[src/design/pcbe_pkg.sv]
// Package: shared constants and types for the Bezier evaluator
package pcbe_pkg;
  localparam int MAX_SEGMENTS_DEF       = 16;
  localparam int COORD_BITS_DEF         = 24;
  localparam int PROGRESS_FRAC_BITS_DEF = 16;
  localparam int CFG_IDX_BITS           = 2;
  localparam int CFG_DATA_BITS          = 24;
  localparam int SEG_CNT_BITS           = 5;
  localparam int SEG_IDX_BITS           = 4;
  localparam int SLOT_BITS              = 2;
  localparam int PROG_BITS              = 17;
  localparam int POINTS_PER_SEG         = 3;

  typedef enum logic [1:0] {
    CFG_SEGMENT_COUNT = 2'd0,
    CFG_START_X       = 2'd1,
    CFG_START_Y       = 2'd2
  } cfg_idx_t;

  typedef enum logic {
    CMD_LOAD = 1'b0,
    CMD_EVAL = 1'b1
  } cmd_t;

  typedef enum logic [1:0] {
    SLOT_CTRL1 = 2'd0,
    SLOT_CTRL2 = 2'd1,
    SLOT_END   = 2'd2,
    SLOT_NONE  = 2'd3
  } slot_t;
endpackage

[src/design/pcbe_front.sv]
// Front end: takes beats, writes loads, turns evaluates into segment jobs
module pcbe_front #(
  parameter int MAX_SEGMENTS       = pcbe_pkg::MAX_SEGMENTS_DEF,
  parameter int PROGRESS_FRAC_BITS = pcbe_pkg::PROGRESS_FRAC_BITS_DEF,
  parameter int COORD_BITS         = pcbe_pkg::COORD_BITS_DEF,
  localparam int SIDX_BITS         = (MAX_SEGMENTS > 1) ? $clog2(MAX_SEGMENTS) : 1
) (
  input  logic                                 clk,
  input  logic                                 rst_n,
  input  logic                                 in_valid,
  output logic                                 in_ready,
  input  logic                                 in_cmd,
  input  logic [pcbe_pkg::SEG_IDX_BITS-1:0]    in_segment_index,
  input  logic [pcbe_pkg::SLOT_BITS-1:0]       in_point_slot,
  input  logic [pcbe_pkg::PROG_BITS-1:0]       in_progress,
  input  logic [pcbe_pkg::SEG_CNT_BITS-1:0]    segment_count,
  // high when no queued evaluation still has to read the table
  input  logic                                 load_ok,
  output logic                                 wr_en,
  output logic [SIDX_BITS-1:0]                 wr_seg,
  output logic [pcbe_pkg::SLOT_BITS-1:0]       wr_slot,
  // job to queue
  output logic                                 job_valid,
  input  logic                                 job_ready,
  output logic                                 job_error,
  output logic [SIDX_BITS-1:0]                 job_seg,
  output logic [PROGRESS_FRAC_BITS:0]          job_t
);
  localparam int NB = $clog2(MAX_SEGMENTS + 1);
  localparam int PB = PROGRESS_FRAC_BITS + 1;
  localparam logic [PB-1:0] ONE_T = PB'(1) << PROGRESS_FRAC_BITS;

  logic [NB-1:0]    n;
  logic [PB-1:0]    p;
  logic [NB+PB-1:0] scaled;
  logic [NB+PB-1:0] idx;
  logic             acc;

  // evaluates need queue room; loads wait for earlier evaluates to read the table
  assign in_ready = (in_cmd == pcbe_pkg::CMD_EVAL) ? job_ready : load_ok;
  assign acc      = in_valid && in_ready;

  always_comb begin
    if (32'(segment_count) > MAX_SEGMENTS) n = NB'(MAX_SEGMENTS);
    else n = NB'(segment_count);
    if (32'(in_progress) > 32'(ONE_T) || in_progress[pcbe_pkg::PROG_BITS-1:0] > 
        pcbe_pkg::PROG_BITS'(ONE_T)) p = ONE_T;
    else p = PB'(in_progress);
    scaled = (NB+PB)'(n) * (NB+PB)'(p);
    idx    = scaled >> PROGRESS_FRAC_BITS;
    job_error = (n == '0);
    if (idx >= (NB+PB)'(n)) begin
      job_seg = SIDX_BITS'(n - NB'(1));
      job_t   = ONE_T;
    end else begin
      job_seg = SIDX_BITS'(idx);
      job_t   = PB'(scaled[PROGRESS_FRAC_BITS-1:0]);
    end
  end

  assign job_valid = in_valid && (in_cmd == pcbe_pkg::CMD_EVAL);
  assign wr_en = acc && (in_cmd == pcbe_pkg::CMD_LOAD) &&
                 (in_point_slot != pcbe_pkg::SLOT_NONE) &&
                 (32'(in_segment_index) < MAX_SEGMENTS);
  assign wr_seg  = SIDX_BITS'(in_segment_index);
  assign wr_slot = in_point_slot;

  logic unused_ok;
  assign unused_ok = clk ^ rst_n;
endmodule

[config.mk]
export PLATFORM = sky130hd
export DESIGN_NAME = pcbe_front
export DESIGN_NICKNAME = d
export VERILOG_FILES = /design/src/design/pcbe_pkg.sv /design/src/design/pcbe_front.sv
export SDC_FILE = /design/constraint.sdc
export NUM_CORES = 1
export LEC_CHECK = 0
export ABC_CLOCK_PERIOD_IN_PS = 7800
export BUFFER_PORTS_ARGS = -buffer_cell sky130_fd_sc_hd__buf_2
export CAP_MARGIN = 20
export CORE_MARGIN = 2
export CORE_UTILIZATION = 53
export DETAILED_ROUTE_END_ITERATION = 6
export PLACE_DENSITY = 0.88
export SETUP_SLACK_MARGIN = 0.1
export SYNTH_ARGS = -nofsm -noshare
export SYNTH_HDL_FRONTEND = slang
export SYNTH_SLANG_ARGS = --single-unit
[constraint.sdc]
create_clock -name vclk -period 7.8
set_input_delay 0.78 -clock vclk [all_inputs]
set_output_delay 0.78 -clock vclk [all_outputs]
set_load 0.005 [all_outputs]
* Word level (Yosys, flattened, before mapping)
Index checks and enable logic that the tools add are counted. W data, S select, Z words.
Word-level totals: logic and storage cells 19, bits in registers 0, input port bits 34, output and inout bits 31
Cells by class: $add $sub $neg 1, reductions and logical operators 6, magnitude comparators 4, mux-type cells 5, bitwise logic cells 1, $mul 1, equality and inequality tests 1
Operator list (count):
- $gt A17 B17 Y1 const B | 2
- $mux W17 | 2
- $mul A5 B17 Y22 | 1
- $ge A6 B5 Y1 | 1
- $gt A5 B5 Y1 const B | 1
- $logic_not A5 Y1 | 1
- $mux W5 | 1
- $logic_and A1 B1 Y1 | 4
- $mux W4 | 1
- $sub A4 B1 Y4 const B | 1
- $ne A2 B2 Y1 const B | 1
- $logic_or A1 B1 Y1 | 1
- $mux W1 | 1
- $not A1 Y1 | 1

* Depth between registers and ports, before layout
word-level depth 6, depth in mapped cells 28

* Worst setup path after synthesis
OpenSTA, ideal clock, no wires.
kind input -> output, start in in_progress[14] (netlist name), end out job_seg[1], stages on the path 25, arrival time 6.713 ns, path buffers 2, setup slack 0.307 ns, required time 7.020 ns, cells stage by stage nor4_1 -> a41oi_1 -> nor2_1 -> clkbuf_1 -> nand2_1 -> fa_1 -> fa_1 -> fa_1 -> inv_1 -> ha_1 -> nor2b_1 -> o31a_1 -> o32ai_4 -> o21ai_1 -> nor4b_1 -> a311oi_1 -> ha_1 -> a21oi_1 -> o21ai_0 -> a31oi_1 -> nor4b_1 -> a32o_1 -> a41oi_2 -> buf_6 -> mux2_4
Between the ends: longest elaborated chain between the ends 6
Ends and longest elaborated chain:
- start: declaration | RTL line pcbe_front.sv:15 | input logic [pcbe_pkg::PROG_BITS-1:0] in_progress,
- $gt A17 B17 Y1 | RTL line pcbe_front.sv:46 | if (32'(in_progress) > 32'(ONE_T) || in_progress[pcbe_pkg::PROG_BITS-1:0] >
- $logic_or A1 B1 Y1 | RTL line pcbe_front.sv:46
- $mux W17 * | RTL line pcbe_front.sv:46
- $mul A5 B17 Y22 * | RTL line pcbe_front.sv:49 | scaled = (NB+PB)'(n) * (NB+PB)'(p);
- $ge A6 B5 Y1 | RTL line pcbe_front.sv:52 | if (idx >= (NB+PB)'(n)) begin
- $mux W4 * | RTL line pcbe_front.sv:52
- end: declaration | RTL line pcbe_front.sv:26 | output logic [SIDX_BITS-1:0] job_seg,
Mark *: on every way between the ends. The rest lies on a longest branch, timed or not.

* Worst setup path after layout
start in in_progress[7] (netlist name), end out job_t[12]
Between the ends: longest elaborated chain between the ends 6
Ends and longest elaborated chain:
- $gt A17 B17 Y1 | RTL line pcbe_front.sv:46
- $logic_or A1 B1 Y1 | RTL line pcbe_front.sv:46
- $mux W17 * | RTL line pcbe_front.sv:46
- $mul A5 B17 Y22 * | RTL line pcbe_front.sv:49
- $ge A6 B5 Y1 | RTL line pcbe_front.sv:52
- $mux W17 * | RTL line pcbe_front.sv:52
- end: declaration | RTL line pcbe_front.sv:27 | output logic [PROGRESS_FRAC_BITS:0] job_t
Marks and branches as above.

==> results.md <==
* Sequential cell area fraction in the yosys report at 0
* Drc violations at 0
* Outcome: complete, no violations
* Path type of the worst setup path: input pin to primary output
* Part of the power in registers at 0
* Signed area change from the synthesized netlist to the final layout at 54.86%
* Global-route congestion overflow total at 0
* DRT iter0 DRCs at ~190
* Tot Pwr at 0.3706 mW
* MaxCap Viol Count at 0
* Net count, final at between 600 and 700
* Detailed-route via count at 3522
* DRT met1 WL at 3.570 mm
* Post-placement worst setup slack at -0.5847 ns
* Leakage power figure at 2.459 nW
* Top cell family by delay on the critical path: adder cells
* Largest fanout of any net on the critical path at 8
* DP Wirelength at 7.025 mm
* Fraction of power consumed by the clock network at 0
* Worst min-delay path category: input pin to primary output
* Power density cells at 77.22 nW/um^2
* Timing endpoint of the critical path: job_t[12]
* Number of search-and-repair iterations in the first detailed-routing pass at 4
* Worst hold margin at around 1.6 ns
* Vias in the first global route at 3574
* Sw Pwr at 0.1754 mW
* FF+latch area at 0 um^2
* Switching power share of the total at 0.4734
* Startpoint of the worst setup timing path: in_progress[7]
* Data arrival time of the critical path at ~7 ns
* Syn Nets at 508
* Comb power frac at 1.000
* Most common cell type on the critical path: sky130_fd_sc_hd__fa_1
* DRT antenna net count at 0
* Port buffer count at 55
* Period utilisation layout at 0.9949
* Clock buffer count in the final layout at 0
* Pin count of the biggest net entering global routing at 17
* Post-placement cell count at 588
* Cell Rows at 27
* Hold Path Cell Cnt at 0
* Global-route wire length before repair at ~15 mm
* Depth of the critical timing path with buffers and inverters included at 31
* Antenna Diode Count at 0
* Met2 WL at roughly 6.1 mm
* Area of the core at between 5000 and 6000 um^2
* Die Footprint at 6475 um^2
* Per-cell routed wire length at 17.99 um
* Worst stage delay on the critical path at 0.59 ns
* Initial antenna violation count at 0
* Total of endpoints with negative setup slack in the final report at 0
* Syn avg cell area at 7.906 um^2
* Pint at 0.1952 mW
* Post-detailed-routing wire length at roughly 11 mm
* Number of sequential storage elements at 0
* Final cell count without fillers at 613
* Achievable Freq at 128.9 MHz
* Synthesized instance count at about 390
* Setup repair after global routing missed its margin: true
* Weighted congestion at the end of routability-driven global placement at about 0.87
* Vertical extent of the die at 80.47 um
* Cell with the largest stage delay on the worst path: sky130_fd_sc_hd__fa_1
* Crit path buffers/inverters at 9
* Setup WS post-layout at about 0.040 ns
* Hold violation count in the final report at 0
* Post-synth cell types at 49
* Die width at 80.47 um
* Number of top-level design ports at 65
* Top Metal Used: met4
* Via-to-Cell Ratio at about 5.7
* Sort of element at the start of the critical path: input pin
* Final count of pins violating max slew at 0
* Initial Util at 0.5560
* Post-route minimum period at 7.760 ns
* Final instance area at 4800 um^2
* Routed length on met3 at around 640 um
* Required arrival time at the worst endpoint at between 7 and 8 ns
* Instance area at placement at 3994 um^2
* Remaining max-slew budget at the tightest pin at 0.7336
* Global router's overall resource usage at 0.2954
* Yosys warning total at 0
* Share of final-layout standard cells stronger than drive strength 1 at 0.4584
* Synthesized area at a little over 3000 um^2
* Largest voltage drop on the vdd net at between 80 and 90 uV
* Slew @ Worst Pin at 0.3955 ns
* Setup crit end kind: primary output
[power groups by stage]
stage | clock network (mW) | logic [mW] | registers [mW]
after floorplan | 0 | 0.146 | 0
after global placement | 0 | 0.250 | 0
after detailed placement | 0 | 0.261 | 0
after CTS | 0 | 0.289 | 0
after global routing | 0 | 0.397 | 0
final | 0 | 0.371 | 0
[logic make-up (layout without fill, tap and decap cells)]
group / Yosys count / in the layout / synth area share
compound gates: 56 / 56 / 0.1288
xor+xnor: 14 / 14 / 0.03956
fa+ha+maj: 82 / 82 / 0.4400
buf+inv: 79 / 228 / 0.1078
mux: 5 / 5 / 0.02019
simple gates: 156 / 156 / 0.2636
[cells in the mapped netlist, types with 4 or more instances]
cell type                   n  area, um^2
sky130_fd_sc_hd__nand3_1    4       20.02
sky130_fd_sc_hd__a21oi_1   14       70.07
sky130_fd_sc_hd__o21ai_0   11       55.05
sky130_fd_sc_hd__inv_1     65       244.0
sky130_fd_sc_hd__nor2b_1    8       50.05
sky130_fd_sc_hd__ha_1      37       462.9
sky130_fd_sc_hd__nor4_1     5       31.28
sky130_fd_sc_hd__xnor2_1    8       70.07
sky130_fd_sc_hd__buf_4      6       45.04
sky130_fd_sc_hd__xor2_1     6       52.55
sky130_fd_sc_hd__nand2_1   41       153.9
sky130_fd_sc_hd__nor2_1    25       93.84
sky130_fd_sc_hd__a21o_1     6       45.04
sky130_fd_sc_hd__and2_1    59       369.1
sky130_fd_sc_hd__clkbuf_1   5       18.77
sky130_fd_sc_hd__fa_1      45       900.9
[stage by stage]
step                setup TNS, ns    util
finish                          0  0.8611
global route               -1.995  0.8611
CTS                             0  0.7704
detailed placement         -7.234  0.7165
global placement           -4.109  0.7165
floorplan                       0       -
[routing by layer]
| layer | track usage | vias up |
|---|---|---|
| li1 | - | 1567 |
| met1 | 0.3111 | 1717 |
| met2 | 0.6142 | 180 |
| met3 | 0.01011 | 58 |
| met4 | 0.09492 | 0 |
| met5 | 0 | - |
[cell type report]
class | instances | area (um^2)
well taps | 72 | 90.09
fillers | 305 | 774.5
inverters | 66 | 247.7
multi-input cells | 313 | 3272
repair buffers | 162 | 1190
[cell usage in the layout, fill, tap and decap left out, drive strengths merged, types with 6 or more instances in the layout]
| cell type | synthesis | routed |
|---|---|---|
| xor2 | 6 | 6 |
| buf | 8 | 162 |
| ha | 37 | 37 |
| and2 | 59 | 59 |
| nor2b | 8 | 8 |
| o21ai | 12 | 12 |
| nor2 | 25 | 25 |
| inv | 65 | 65 |
| a21o | 6 | 6 |
| a21oi | 14 | 14 |
| nand2 | 41 | 41 |
| fa | 45 | 45 |
| xnor2 | 8 | 8 |
[worst min-delay path by stage]
stage                             start         to  slack [ns]
floorplan              segment_count[4]  job_error        1.59
global route        in_segment_index[1]  wr_seg[1]        1.56
CTS                 in_segment_index[0]  wr_seg[0]        1.56
global placement    in_segment_index[0]  wr_seg[0]        1.56
detailed placement  in_segment_index[0]  wr_seg[0]        1.56
finish              in_segment_index[1]  wr_seg[1]        1.56
[repair_timing]
| action | CTS | global route |
|---|---|---|
| pin swaps | 11 | 60 |
| setup endpoints to repair | 20 | 21 |
| buffers inserted | 10 | 12 |
| hold buffers | 0 | 0 |
| gates resized for setup | 44 | 94 |
| cloned | 3 | 0 |
Power figures use the tool's default switching activity.
