==> config.mk <==
export PLATFORM = sky130hd
export DESIGN_NAME = pcbe_queue
export DESIGN_NICKNAME = d
export VERILOG_FILES = /design/src/design/pcbe_queue.sv
export SDC_FILE = /design/constraint.sdc
export NUM_CORES = 1
export LEC_CHECK = 0
export BUFFER_PORTS_ARGS = -buffer_cell sky130_fd_sc_hd__clkbuf_2
export CORE_MARGIN = 8
export CORE_UTILIZATION = 45
export DETAILED_ROUTE_END_ITERATION = 6
export GPL_TIMING_DRIVEN = 1
export PLACE_DENSITY = 0.7
export SLEW_MARGIN = 20
export SYNTH_ARGS = -nofsm -noshare
export SYNTH_HDL_FRONTEND = slang
export SYNTH_SLANG_ARGS = --single-unit
==> constraint.sdc <==
create_clock -name clk -period 2.1 [get_ports clk]
set_clock_uncertainty 0.1 [all_clocks]
set_input_delay 0.315 -clock clk [delete_from_list [all_inputs] [get_ports clk]]
set_output_delay 0.315 -clock clk [all_outputs]
set_load 0.01 [all_outputs]
==> src/design/pcbe_queue.sv <==
// Two-entry queue between front end and evaluation pipeline
module pcbe_queue #(
  parameter int WIDTH = 8
) (
  input  logic             clk,
  input  logic             rst_n,
  input  logic             s_valid,
  output logic             s_ready,
  input  logic [WIDTH-1:0] s_data,
  output logic             m_valid,
  input  logic             m_ready,
  output logic [WIDTH-1:0] m_data,
  output logic             one_left
);
  logic [WIDTH-1:0] mem_r [2];
  logic             wp_r, rp_r;
  logic [1:0]       cnt_r;
  logic             push, pop;

  assign s_ready  = (cnt_r != 2'd2);
  assign m_valid  = (cnt_r != 2'd0);
  assign one_left = (cnt_r == 2'd1);
  assign m_data   = mem_r[rp_r];
  assign push     = s_valid && s_ready;
  assign pop      = m_valid && m_ready;

  always_ff @(posedge clk) begin
    if (!rst_n) begin
      wp_r <= 1'b0; rp_r <= 1'b0; cnt_r <= 2'd0;
    end else begin
      if (push) wp_r <= ~wp_r;
      if (pop)  rp_r <= ~rp_r;
      cnt_r <= cnt_r + 2'(push) - 2'(pop);
    end
    if (push) mem_r[wp_r] <= s_data;
  end
endmodule

# Word level (Yosys, flattened, before mapping)
# Memory sizes are Yosys's and may differ from the RTL's. A register that Yosys moved wholly into a read port is not among the register bits.
# Cells that the tools add are included.
dict set report totals {
  latchBits 0
  out_inout_bits 11
  input_bits 12
  mem_bits_rw 16
  memories 1
  wordCells 17
  reg_bits 4
  mem_bits_ro 0
}
dict set report classes {
  n_shift 0
  mul 0
  n_div 0
  bitwise 2
  n_mux 4
  reduce_logical 3
  n_eq_ne 2
  n_lt_le_gt_ge 0
  n_addsub 2
}
# name words width read_ports rd_ports_with_merged_regs wr line_no
set memory_table {}
lappend memory_table {mem_r 2 8 1 1 1 15} ;# logic [WIDTH-1:0] mem_r [2];
# cell count
set ops {}
lappend ops {{2-to-1 mux 1 bit} 4}
lappend ops {{adder 2 x 1 -> 2 bit} 1}
lappend ops {{equality test 2 x 1 -> 1 bit, second input constant} 1}
lappend ops {{logical AND 1 bit} 2}
lappend ops {{!= test 2 bit, second input constant} 1}
lappend ops {{inverter 1 bit} 2}
lappend ops {{nonzero test 2 bit} 1}
lappend ops {{subtractor 2 x 1 -> 2 bit} 1}

# Depth between registers and ports, before layout
# Gate-level depths: netlist of the first run.
dict set report logic_depth {
  depth_word 4
  mapped_depth 6
  mapped_depth_nobuf 6
}

# Worst setup path after synthesis of the first run
# No wires, ideal clock.
dict set report synth_path {
  path_kind {register to register}
  startpoint {reg cnt_r[1]}
  endpoint {reg cnt_r[1]}
  slack_ps 644
  arrival_ps 1232
  setup_ps 124
  required_time_ps 1876
  stages_incl_launch_ff 7
  cell_sequence {dfxtp_1 and2b_1 o21ba_2 nor2_1 ha_1 nor4_1 nor3_1}
}
dict set report synth_between {
  elab_chain_len 4
  word_cells_on_any_way 6
  cone_classes {2 x add/sub; 1 x eq/ne; 3 x reduce/logical}
}
# item line_no
set synth_lines {}
lappend synth_lines {{start: declaration} 17} ;# logic [1:0] cnt_r;
lappend synth_lines {{start signal: assignment} 33} ;# cnt_r <= cnt_r + 2'(push) - 2'(pop);
lappend synth_lines {{!= test 2 bit} 20} ;# assign s_ready = (cnt_r != 2'd2);
lappend synth_lines {{logical AND 1 bit} 24} ;# assign push = s_valid && s_ready;
lappend synth_lines {{adder 2 x 1 -> 2 bit} 33}
lappend synth_lines {{subtractor 2 x 1 -> 2 bit *} 33}
# Every way passes the cells marked *; elsewhere a longest branch is shown, timed or not.
# A chain may end at the register's enable or synchronous reset.

==> results of run 1 <==
-- critical path, delay by kind of cell, from the launching register on --
family / cells / cell delay, ns
buf+inv: 1 / 0.13
flops: 1 / 0.55
mux: 1 / 0.39
-- cell usage after synthesis --
master / number / share of area (%)
dfxtp_1: 5 / 12
inv_1: 2 / 0.89
or2_2: 1 / 0.74
nor2b_1: 1 / 0.74
nor4bb_1: 1 / 1.2
a21oi_1: 1 / 0.59
ha_1: 1 / 1.5
nand2b_1: 1 / 0.74
edfxtp_1: 16 / 57
and2b_1: 1 / 0.89
buf_2: 1 / 0.59
o31a_1: 1 / 1.0
nand3b_1: 1 / 0.89
o21ba_2: 1 / 1.2
mux2_2: 8 / 11
and2_1: 1 / 0.74
nor2_1: 4 / 1.8
xor2_1: 1 / 1.0
and3_1: 2 / 1.5
a21bo_1: 1 / 1.2
nor3_1: 1 / 0.59
nand3_1: 1 / 0.59
o21ai_1: 1 / 0.59
o21ai_0: 1 / 0.59
nor4_1: 1 / 0.74
-- how the worst min path moves through the flow --
stage | cells past startpoint | slack [ns] | endpoint
CTS | 1 | 0.09 | mem_r[0][6]
detailed placement | 2 | 0.40 | rp_r
finish | 1 | 0.10 | mem_r[0][6]
global placement | 2 | 0.39 | register
floorplan | 0 | 0.31 | mem_r[0][0]
global route | 1 | 0.08 | mem_r[1][6]
-- per-layer routing --
layer | up-vias | wire (µm) | GRT usage, %
li1 | 258 | - | -
met1 | 242 | 615 | 8.58
met2 | 19 | 737 | 15.7
met3 | 4 | 100 | 2.82
met4 | 0 | 13 | 6.14
met5 | - | 0 | 0
-- registers in the layout, summed over array words and instances (netlist names), named ones only --
name	count
rp_r	1
mem_r	16
cnt_r	2
wp_r	1
-- final cells by class --
cell class / instances / area [µm²] / area share [%]
clock inverter: 1 / 5.00 / 0.498
timing repair buffer: 22 / 110 / 10.9
multi-input combinational: 32 / 249 / 24.8
tap: 25 / 31.3 / 3.11
inverter: 2 / 7.51 / 0.746
sequential: 21 / 581 / 57.7
clock buffer: 3 / 22.5 / 2.24
-- logic make-up after synthesis --
group | synth area share (%)
xor gates and xnor gates | 1.04
buffers and inverters | 1.49
AOI/OAI and AO/OA | 5.20
muxes | 10.7
DFF | 68.9
and+or+nand+nor | 11.1
adders and majority gates | 1.49
-- power by group through the flow --
stage,Sequential [mW],Clock [mW],Combinational (mW)
after floorplan,0.539,0,0.191
after global placement,0.562,0,0.260
after detailed placement,0.564,0,0.264
after CTS,0.555,0.195,0.266
after global routing,0.564,0.207,0.288
final,0.554,0.187,0.260
==> metrics.csv, run 1 <==
stage,metric,value,unit
run_status,outcome,completed,
setup_path,worst-path-max-fanout,8,
clock_network,cts_root_buf,clkbuf_4,
die,start_util,48.2,%
timing,holdWs,0.100,ns
setup_path,cpMaxStageDelayCell,dfxtp_1,
setup_path,end_kind,output pin,
global_route,grt_util_all_layers,8.92,%
layout,layout-drive-gt1-share,44.4,%
global_route,grt.overflow.total,0,
global_route,grt_pass1_vias,529,
setup_path,cp-start-kind,register,
clock_network,cts_resized,0,
layout,layout_common_cells,"clkbuf_2, edfxtp_1, mux2_2",
synthesis,yosysWarningCount,0,
die,placementRows,15,
route,ant_nets,0,
timing,worst_slack,0.325,ns
placement,dpl.cell_count,102,
die,die_h,59.3,µm
layout,fin_util,57.6,%
route,drt-total-wl,1470,µm
timing,finalSetupViolCount,0,
timing,period_share,84.5,%
synthesis,synthCells,56,
min_path,hold_class,in -> reg,
placement,io_buffer_count,22,
power_and_ir_drop,seqPwrFrac,55.4,%
timing,tightest_slew,0.393,ns
clock_network,cts_tree,yes,
synthesis,synth_nets,69,
route,drt_pass1_iterations,5,
setup_path,r2r-end,cnt_r[1],
setup_path,crit_required,1.68,ns
power_and_ir_drop,power_leakage,0.413,nW
clock_network,clock_latency,0.29,ns
power_and_ir_drop,swShare,28.5,%
die,io_pins,23,
setup_path,crit_path_end,m_data[2],
timing,hold_viol,0,
setup_path,reg2reg_slack,0.47,ns
global_route,grt_max_degree,13,
die,die_x,59.3,µm
timing,layout_min_cycle_time,1.78,ns
synthesis,yosysSeqAreaShare,68.9,%
route,drc_errors,0,
synthesis,yosys_register_bits,21,
layout,final_cells,106,
flow_run,drv_cap,0,
setup_path,crit_chain,mux2_2 -> clkbuf_2,
clock_network,clock_path_buffers,2,
timing,slew_headroom,73.8,%
layout,n_antenna_cell,0,
clock_network,cts.htree.levels,1,
clock_network,post-cts-setup-buffers,0,
placement,post_dp_cell_area,978,µm²
timing,fmax,0.563,GHz
layout,final_area,1010,µm²
setup_path,rr_worst_depth,6,
synthesis,netlist_area,842,µm²
placement,dp_slack,0.483,ns
setup_path,r2r-start,cnt_r[1],
power_and_ir_drop,pwr-share-comb,26.0,%
synthesis,synth_cell_type_count,25,
power_and_ir_drop,switchingPower,0.285,mW
min_path,min-delay-start,s_data[6],
setup_path,crit_arrival,1.36,ns
route,vias_per_cell,4.93,
route,vias,523,
power_and_ir_drop,power.density,995,nW/µm²
setup_path,critPathKind,reg -> out,
layout,fillCellCount,152,
die,core_area,1750,µm²
clock_network,hold_buffers,0,
power_and_ir_drop,internal-power,0.716,mW
power_and_ir_drop,ir_drop,0.000530,V
timing,rsz0062_at_grt,false,
power_and_ir_drop,clockPowerShare,18.7,%
placement,place_hpwl,1080,µm
route,drt_iter0_drc,7,
layout,synthToLayoutAreaGrowth,19.5,%
timing,slew_viol_final,0,
power_and_ir_drop,power,1.00,mW
clock_network,clock_sinks,21,
placement,gp_congestion,0.717,
setup_path,cpPeakStageDelay,0.55,ns
route,wl_per_cell,13.8,µm
die,die_area,3510,µm²
global_route,grt_pass1_wl,2280,µm
clock_network,clk_pin_slew,0.11,ns
layout,final_common_cell,clkbuf_2,
global_route,antenna_found_initial,0,
synthesis,syn_avg_cell_area,15.0,µm²
layout,layout.nets,95,
clock_network,cts_buffers,3,
timing,fin_tns_setup,0,ns
Power figures use the tool's default switching activity.
==> run 2, diff against run 1 <==
==> constraint.sdc (replaced) <==
create_clock -name clk -period 1.65 [get_ports clk]
set_clock_uncertainty 0.1 [all_clocks]
set_input_delay 0.2475 -clock clk [delete_from_list [all_inputs] [get_ports clk]]
set_output_delay 0.2475 -clock clk [all_outputs]
set_load 0.01 [all_outputs]
==> metrics.csv, run 2 (same netlist as run 1, synthesis figures left out) <==
stage,metric,value,unit,change
setup_path,end_kind,register,,was output pin
layout,largest_reg_flops,16,,unchanged
die,die_h,59.3,µm,unchanged
setup_path,critPathKind,reg -> reg,,was reg -> out
power_and_ir_drop,power_leakage,0.422,nW,was 0.413 nW
route,drt_iter0_drc,6,,was 7
clock_network,post-cts-setup-buffers,0,,unchanged
layout,fillCellCount,153,,was 152
layout,fin_util,58.6,%,was 57.6%
clock_network,cts.htree.levels,1,,unchanged
clock_network,cts_root_buf,clkbuf_4,,unchanged
timing,fmax,0.634,GHz,
setup_path,cp_top_family,simple AND/OR/NAND/NOR gates,,was flip-flops
route,drt-total-wl,1470,µm,about the same
route,wl_per_cell,13.6,µm,was 13.8 µm
setup_path,crit_required,1.73,ns,was 1.68 ns
power_and_ir_drop,power.density,1250,nW/µm²,was 995 nW/µm²
placement,place_hpwl,1120,µm,was 1080 µm
layout,seq_area,583,µm²,was 581 µm²
clock_network,clock_sinks,21,,unchanged
layout,layout_common_cells,"clkbuf_2, edfxtp_1, mux2_2",,unchanged
layout,final_cells,108,,was 106
global_route,antenna_found_initial,0,,unchanged
setup_path,cp.buffers_inverters,0,,was 1
timing,rsz0062_at_grt,false,,unchanged
placement,post_dp_cell_area,993,µm²,was 978 µm²
timing,slew_headroom,72.5,%,was 73.8%
clock_network,clk_pin_slew,0.10,ns,was 0.11 ns
timing,slew_viol_final,0,,unchanged
timing,worst_slack,0.0720,ns,was 0.325 ns
layout,final_common_cell,clkbuf_2,,unchanged
clock_network,clock_path_buffers,2,,unchanged
placement,gp_congestion,0.715,,was 0.717
power_and_ir_drop,pwr-share-comb,26.7,%,was 26.0%
layout,final_area,1020,µm²,was 1010 µm²
timing,period_share,95.6,%,
layout,layout-drive-gt1-share,47.0,%,was 44.4%
layout,layout.nets,97,,was 95
global_route,grt_pass1_wl,2200,µm,was 2280 µm
global_route,grt_pass1_vias,522,,was 529
power_and_ir_drop,ir_drop,0.000667,V,was 0.000530 V
setup_path,worst-path-max-fanout,8,,unchanged
layout,reg_top3,"mem_r x16, cnt_r x2",,unchanged
route,vias,523,,unchanged
clock_network,cts_buffers,3,,unchanged
layout,synthToLayoutAreaGrowth,21.4,%,was 19.5%
run_status,outcome,completed,,unchanged
setup_path,crit_arrival,1.66,ns,was 1.36 ns
global_route,grt.overflow.total,0,,unchanged
clock_network,cts_tree,yes,,unchanged
clock_network,clock_latency,0.29,ns,about the same
placement,dpl.cell_count,104,,was 102
clock_network,hold_buffers,0,,unchanged
timing,finalSetupViolCount,0,,unchanged
setup_path,cpPeakStageDelay,0.41,ns,was 0.55 ns
power_and_ir_drop,internal-power,0.923,mW,was 0.716 mW
route,drt_pass1_iterations,4,,was 5
placement,io_buffer_count,22,,unchanged
die,placementRows,15,,unchanged
min_path,hold_class,in -> reg,,unchanged
timing,hold_viol,0,,unchanged
setup_path,cpMaxStageDelayCell,dfxtp_2,,was dfxtp_1
power_and_ir_drop,seqPwrFrac,55.4,%,about the same
route,drc_errors,0,,unchanged
power_and_ir_drop,power,1.28,mW,was 1.00 mW
timing,layout_min_cycle_time,1.58,ns,
die,die_x,59.3,µm,unchanged
die,start_util,48.2,%,unchanged
global_route,grt_util_all_layers,8.40,%,was 8.92%
flow_run,drv_cap,0,,unchanged
power_and_ir_drop,clockPowerShare,17.9,%,was 18.7%
route,ant_nets,0,,unchanged
layout,largest-register,mem_r,,unchanged
die,io_pins,23,,unchanged
layout,multi_input_area,249,µm²,unchanged
timing,holdWs,0.0433,ns,was 0.100 ns
placement,dp_slack,0.0524,ns,was 0.483 ns
power_and_ir_drop,swShare,27.9,%,was 28.5%
global_route,grt_max_degree,12,,was 13
timing,fin_tns_setup,0,ns,unchanged
timing,tightest_slew,0.408,ns,was 0.393 ns
die,die_area,3510,µm²,unchanged
setup_path,crit_chain,and2b_1 -> o21ba_2 -> nor2_1 -> ha_1 -> nor4_1 -> nor3_1,,was mux2_2 -> clkbuf_2
power_and_ir_drop,switchingPower,0.357,mW,was 0.285 mW
route,vias_per_cell,4.84,,was 4.93
layout,n_antenna_cell,0,,unchanged
setup_path,cp-start-kind,register,,unchanged
die,core_area,1750,µm²,unchanged
-- run 2: layout make-up --
class                      count  area share, %
timing repair buffer          24           12.2
tap                           25           3.06
multi-input combinational     32           24.4
clock buffer                   4           2.57
inverter                       2          0.734
sequential                    21           57.0
-- run 2: what timing repair did --
action | CTS | global route
endpoints found under the setup margin | 8 | 1
gates cloned | 0 | 0
gates resized for setup | 1 | 1
-- run 2: power groups by stage --
stage                     logic (mW)  clock network (mW)  registers (mW)
after detailed placement       0.346                   0           0.717
after global routing           0.373               0.251           0.719
after floorplan                0.243                   0           0.686
after CTS                      0.347               0.235           0.707
after global placement         0.337                   0           0.713
final                          0.342               0.229           0.709
-- run 2: worst register-to-register path, cell delays in order, from the launching register on --
cell and delay [ns]:
dfxtp_2 0.41, and2b_1 0.19, o21ba_2 0.15, nor2_1 0.04, ha_1 0.19, nor4_1 0.30, nor3_1 0.09
-- run 2: worst paths after layout --
check                               start          end  slack (ns)  cells after the start
worst max-delay path             cnt_r[1]     cnt_r[1]        0.07                      6
worst min-delay path            s_data[7]  mem_r[0][7]        0.04                      1
worst max register to register   cnt_r[1]     cnt_r[1]        0.07                      6
worst min register to register       rp_r         rp_r        0.44                      2
-- run 2: layer usage --
layer | up-vias | global-route usage (%) | routed length, µm
li1 | 263 | - | -
met1 | 247 | 8.34 | 602
met2 | 11 | 14.8 | 774
met3 | 2 | 2.60 | 80
met4 | 0 | 5.12 | 11
met5 | - | 0 | 0
==> run 3, diff against run 2 <==
--- a/config.mk
+++ b/config.mk
@@ -6,7 +6,7 @@
 export NUM_CORES = 1
 export LEC_CHECK = 0
 export BUFFER_PORTS_ARGS = -buffer_cell sky130_fd_sc_hd__clkbuf_2
-export CORE_MARGIN = 8
+export CORE_MARGIN = 5
 export CORE_UTILIZATION = 45
 export DETAILED_ROUTE_END_ITERATION = 6
 export GPL_TIMING_DRIVEN = 1
==> metrics.csv, run 3 (same netlist as run 1, synthesis figures left out) <==
stage,metric,value,unit,change
layout,reg_top3,"mem_r x16, cnt_r x2",,unchanged
timing,fin_tns_setup,0,ns,unchanged
power_and_ir_drop,pwr-share-comb,26.3,%,was 26.7%
layout,n_antenna_cell,0,,unchanged
clock_network,cts_root_buf,clkbuf_4,,unchanged
route,drt-total-wl,1500,µm,was 1470 µm
die,placementRows,15,,unchanged
route,ant_nets,0,,unchanged
clock_network,cts_buffers,3,,unchanged
clock_network,clock_path_buffers,2,,unchanged
layout,layout_common_cells,"clkbuf_2, edfxtp_1, mux2_2",,unchanged
die,io_pins,23,,unchanged
route,drc_errors,0,,unchanged
setup_path,cpMaxStageDelayCell,dfxtp_4,,was dfxtp_2
placement,io_buffer_count,22,,unchanged
setup_path,cp_top_family,simple AND/OR/NAND/NOR gates,,unchanged
die,die_area,2840,µm²,was 3510 µm²
setup_path,crit_arrival,1.68,ns,was 1.66 ns
route,wl_per_cell,14.1,µm,was 13.6 µm
min_path,worstHoldPathCells,1,,unchanged
setup_path,crit_chain,and2b_1 -> o21ba_2 -> nor2_1 -> ha_1 -> nor4_2 -> nor3_1,,was and2b_1 -> o21ba_2 -> nor2_1 -> ha_1 -> nor4_1 -> nor3_1
placement,dp_slack,0.0736,ns,was 0.0524 ns
die,die_h,53.3,µm,was 59.3 µm
setup_path,rr_worst_depth,6,,unchanged
die,core_area,1750,µm²,unchanged
placement,place_hpwl,1060,µm,was 1120 µm
setup_path,r2r-end,cnt_r[1],,unchanged
power_and_ir_drop,power.density,1280,nW/µm²,was 1250 nW/µm²
placement,dpl.cell_count,102,,was 104
route,drt_iter0_drc,4,,was 6
clock_network,post-cts-setup-buffers,0,,unchanged
power_and_ir_drop,clockPowerShare,18.9,%,was 17.9%
setup_path,end_kind,register,,unchanged
timing,holdWs,0.0248,ns,was 0.0433 ns
timing,slew_headroom,62.1,%,was 72.5%
setup_path,critPathKind,reg -> reg,,unchanged
timing,layout_min_cycle_time,1.58,ns,about the same
timing,fmax,0.633,GHz,was 0.634 GHz
global_route,antenna_found_initial,0,,unchanged
min_path,min-delay-start,s_data[0],,was s_data[7]
min_path,min_to,mem_r[1][0],,was mem_r[0][7]
power_and_ir_drop,power_leakage,0.416,nW,was 0.422 nW
timing,hold_viol,0,,unchanged
timing,period_share,95.8,%,was 95.6%
clock_network,clk_pin_slew,0.12,ns,was 0.10 ns
timing,finalSetupViolCount,0,,unchanged
setup_path,crit_required,1.75,ns,was 1.73 ns
power_and_ir_drop,swShare,29.2,%,was 27.9%
die,die_x,53.3,µm,was 59.3 µm
timing,worst_slack,0.0700,ns,was 0.0720 ns
layout,final_common_cell,clkbuf_2,,unchanged
route,drt_pass1_iterations,4,,unchanged
timing,tightest_slew,0.560,ns,was 0.408 ns
power_and_ir_drop,switchingPower,0.379,mW,was 0.357 mW
global_route,grt_pass1_wl,2090,µm,was 2200 µm
clock_network,hold_buffers,0,,unchanged
layout,largest-register,mem_r,,unchanged
setup_path,cp.buffers_inverters,0,,unchanged
clock_network,cts.htree.levels,1,,unchanged
setup_path,cp-startpoint,cnt_r[1],,unchanged
flow_run,drv_cap,0,,unchanged
power_and_ir_drop,internal-power,0.922,mW,was 0.923 mW
layout,largest_reg_flops,16,,unchanged
layout,layout.nets,95,,was 97
die,start_util,48.2,%,unchanged
min_path,hold_class,in -> reg,,unchanged
layout,final_cells,106,,was 108
run_status,outcome,completed,,unchanged
placement,gp_congestion,0.739,,was 0.715
global_route,grt_pass1_vias,490,,was 522
layout,layout-drive-gt1-share,48.1,%,was 47.0%
power_and_ir_drop,ir_drop,0.000682,V,was 0.000667 V
setup_path,cp-start-kind,register,,unchanged
global_route,grt.overflow.total,0,,unchanged
setup_path,reg2reg_slack,0.07,ns,about the same
clock_network,cts_tree,yes,,unchanged
layout,fin_util,58.4,%,was 58.6%
global_route,grt_util_all_layers,10.7,%,was 8.40%
clock_network,clock_latency,0.30,ns,was 0.29 ns
setup_path,r2r-start,cnt_r[1],,unchanged
layout,synthToLayoutAreaGrowth,21.1,%,was 21.4%
global_route,grt_max_degree,13,,was 12
route,vias,528,,was 523
clock_network,clock_sinks,21,,unchanged
timing,slew_viol_final,0,,unchanged
power_and_ir_drop,seqPwrFrac,54.8,%,was 55.4%
setup_path,worst-path-max-fanout,8,,unchanged
route,vias_per_cell,4.98,,was 4.84
setup_path,cpPeakStageDelay,0.40,ns,was 0.41 ns
## run 3: cell count changes in the layout (fill, tap and decap cells not counted)
cell	before	now
nor4_1	1	0
nor4_2	0	1
dfxtp_4	0	2
clkinv_2	0	1
dfxtp_2	2	0
buf_4	2	0
clkbuf_1	1	0
## run 3: worst max-delay path by stage
stage / endpoint / slack [ns] / cells past startpoint
floorplan: cnt_r[1] / 0.19 / 6
global placement: cnt_r[1] / 0.13 / 6
detailed placement: cnt_r[1] / 0.07 / 6
CTS: m_data[0] / 0.04 / 2
global route: cnt_r[1] / -0.04 / 6
finish: cnt_r[1] / 0.07 / 6
## run 3: repair_timing
item                                    CTS  global route
gates resized for setup                   1             4
endpoints found under the setup margin    8             2
pin swaps                                 0             1
cloned                                    0             0
## run 3: final cells by class
| class | count | area [µm²] |
|---|---|---|
| Clock buffer | 3 | 22.5 |
| Clock inverter | 1 | 5.00 |
| Fill cell | 162 | 726 |
| Inverter | 2 | 7.51 |
| Multi-Input combinational cell | 32 | 255 |
| Sequential cell | 21 | 588 |
| Tap cell | 25 | 31.3 |
| Timing Repair Buffer | 22 | 110 |
## run 3: power by group through the flow
stage,combinational [mW],sequential [mW],clock [mW]
3_5_place_dp,0.336,0.719,0
4_1_cts,0.337,0.708,0.244
2_1_floorplan,0.243,0.686,0
3_3_place_gp,0.326,0.714,0
5_1_grt,0.380,0.723,0.271
6_report,0.342,0.713,0.246
## run 3: routing by layer
layer | vias to the layer above | routed length, µm | GRT usage (%)
met1 | 251 | 557 | 11.1
li1 | 257 | - | -
met3 | 5 | 69 | 2.82
met5 | - | 0 | 0
met4 | 0 | 33 | 6.38
met2 | 15 | 835 | 19.0
## run 3: metrics by stage
step	power (mW)	area [µm²]
final	1.30	1020
after global routing	1.37	1020
after CTS	1.29	1010
after detailed placement	1.06	978
after global placement	1.04	978
after floorplan	0.929	842
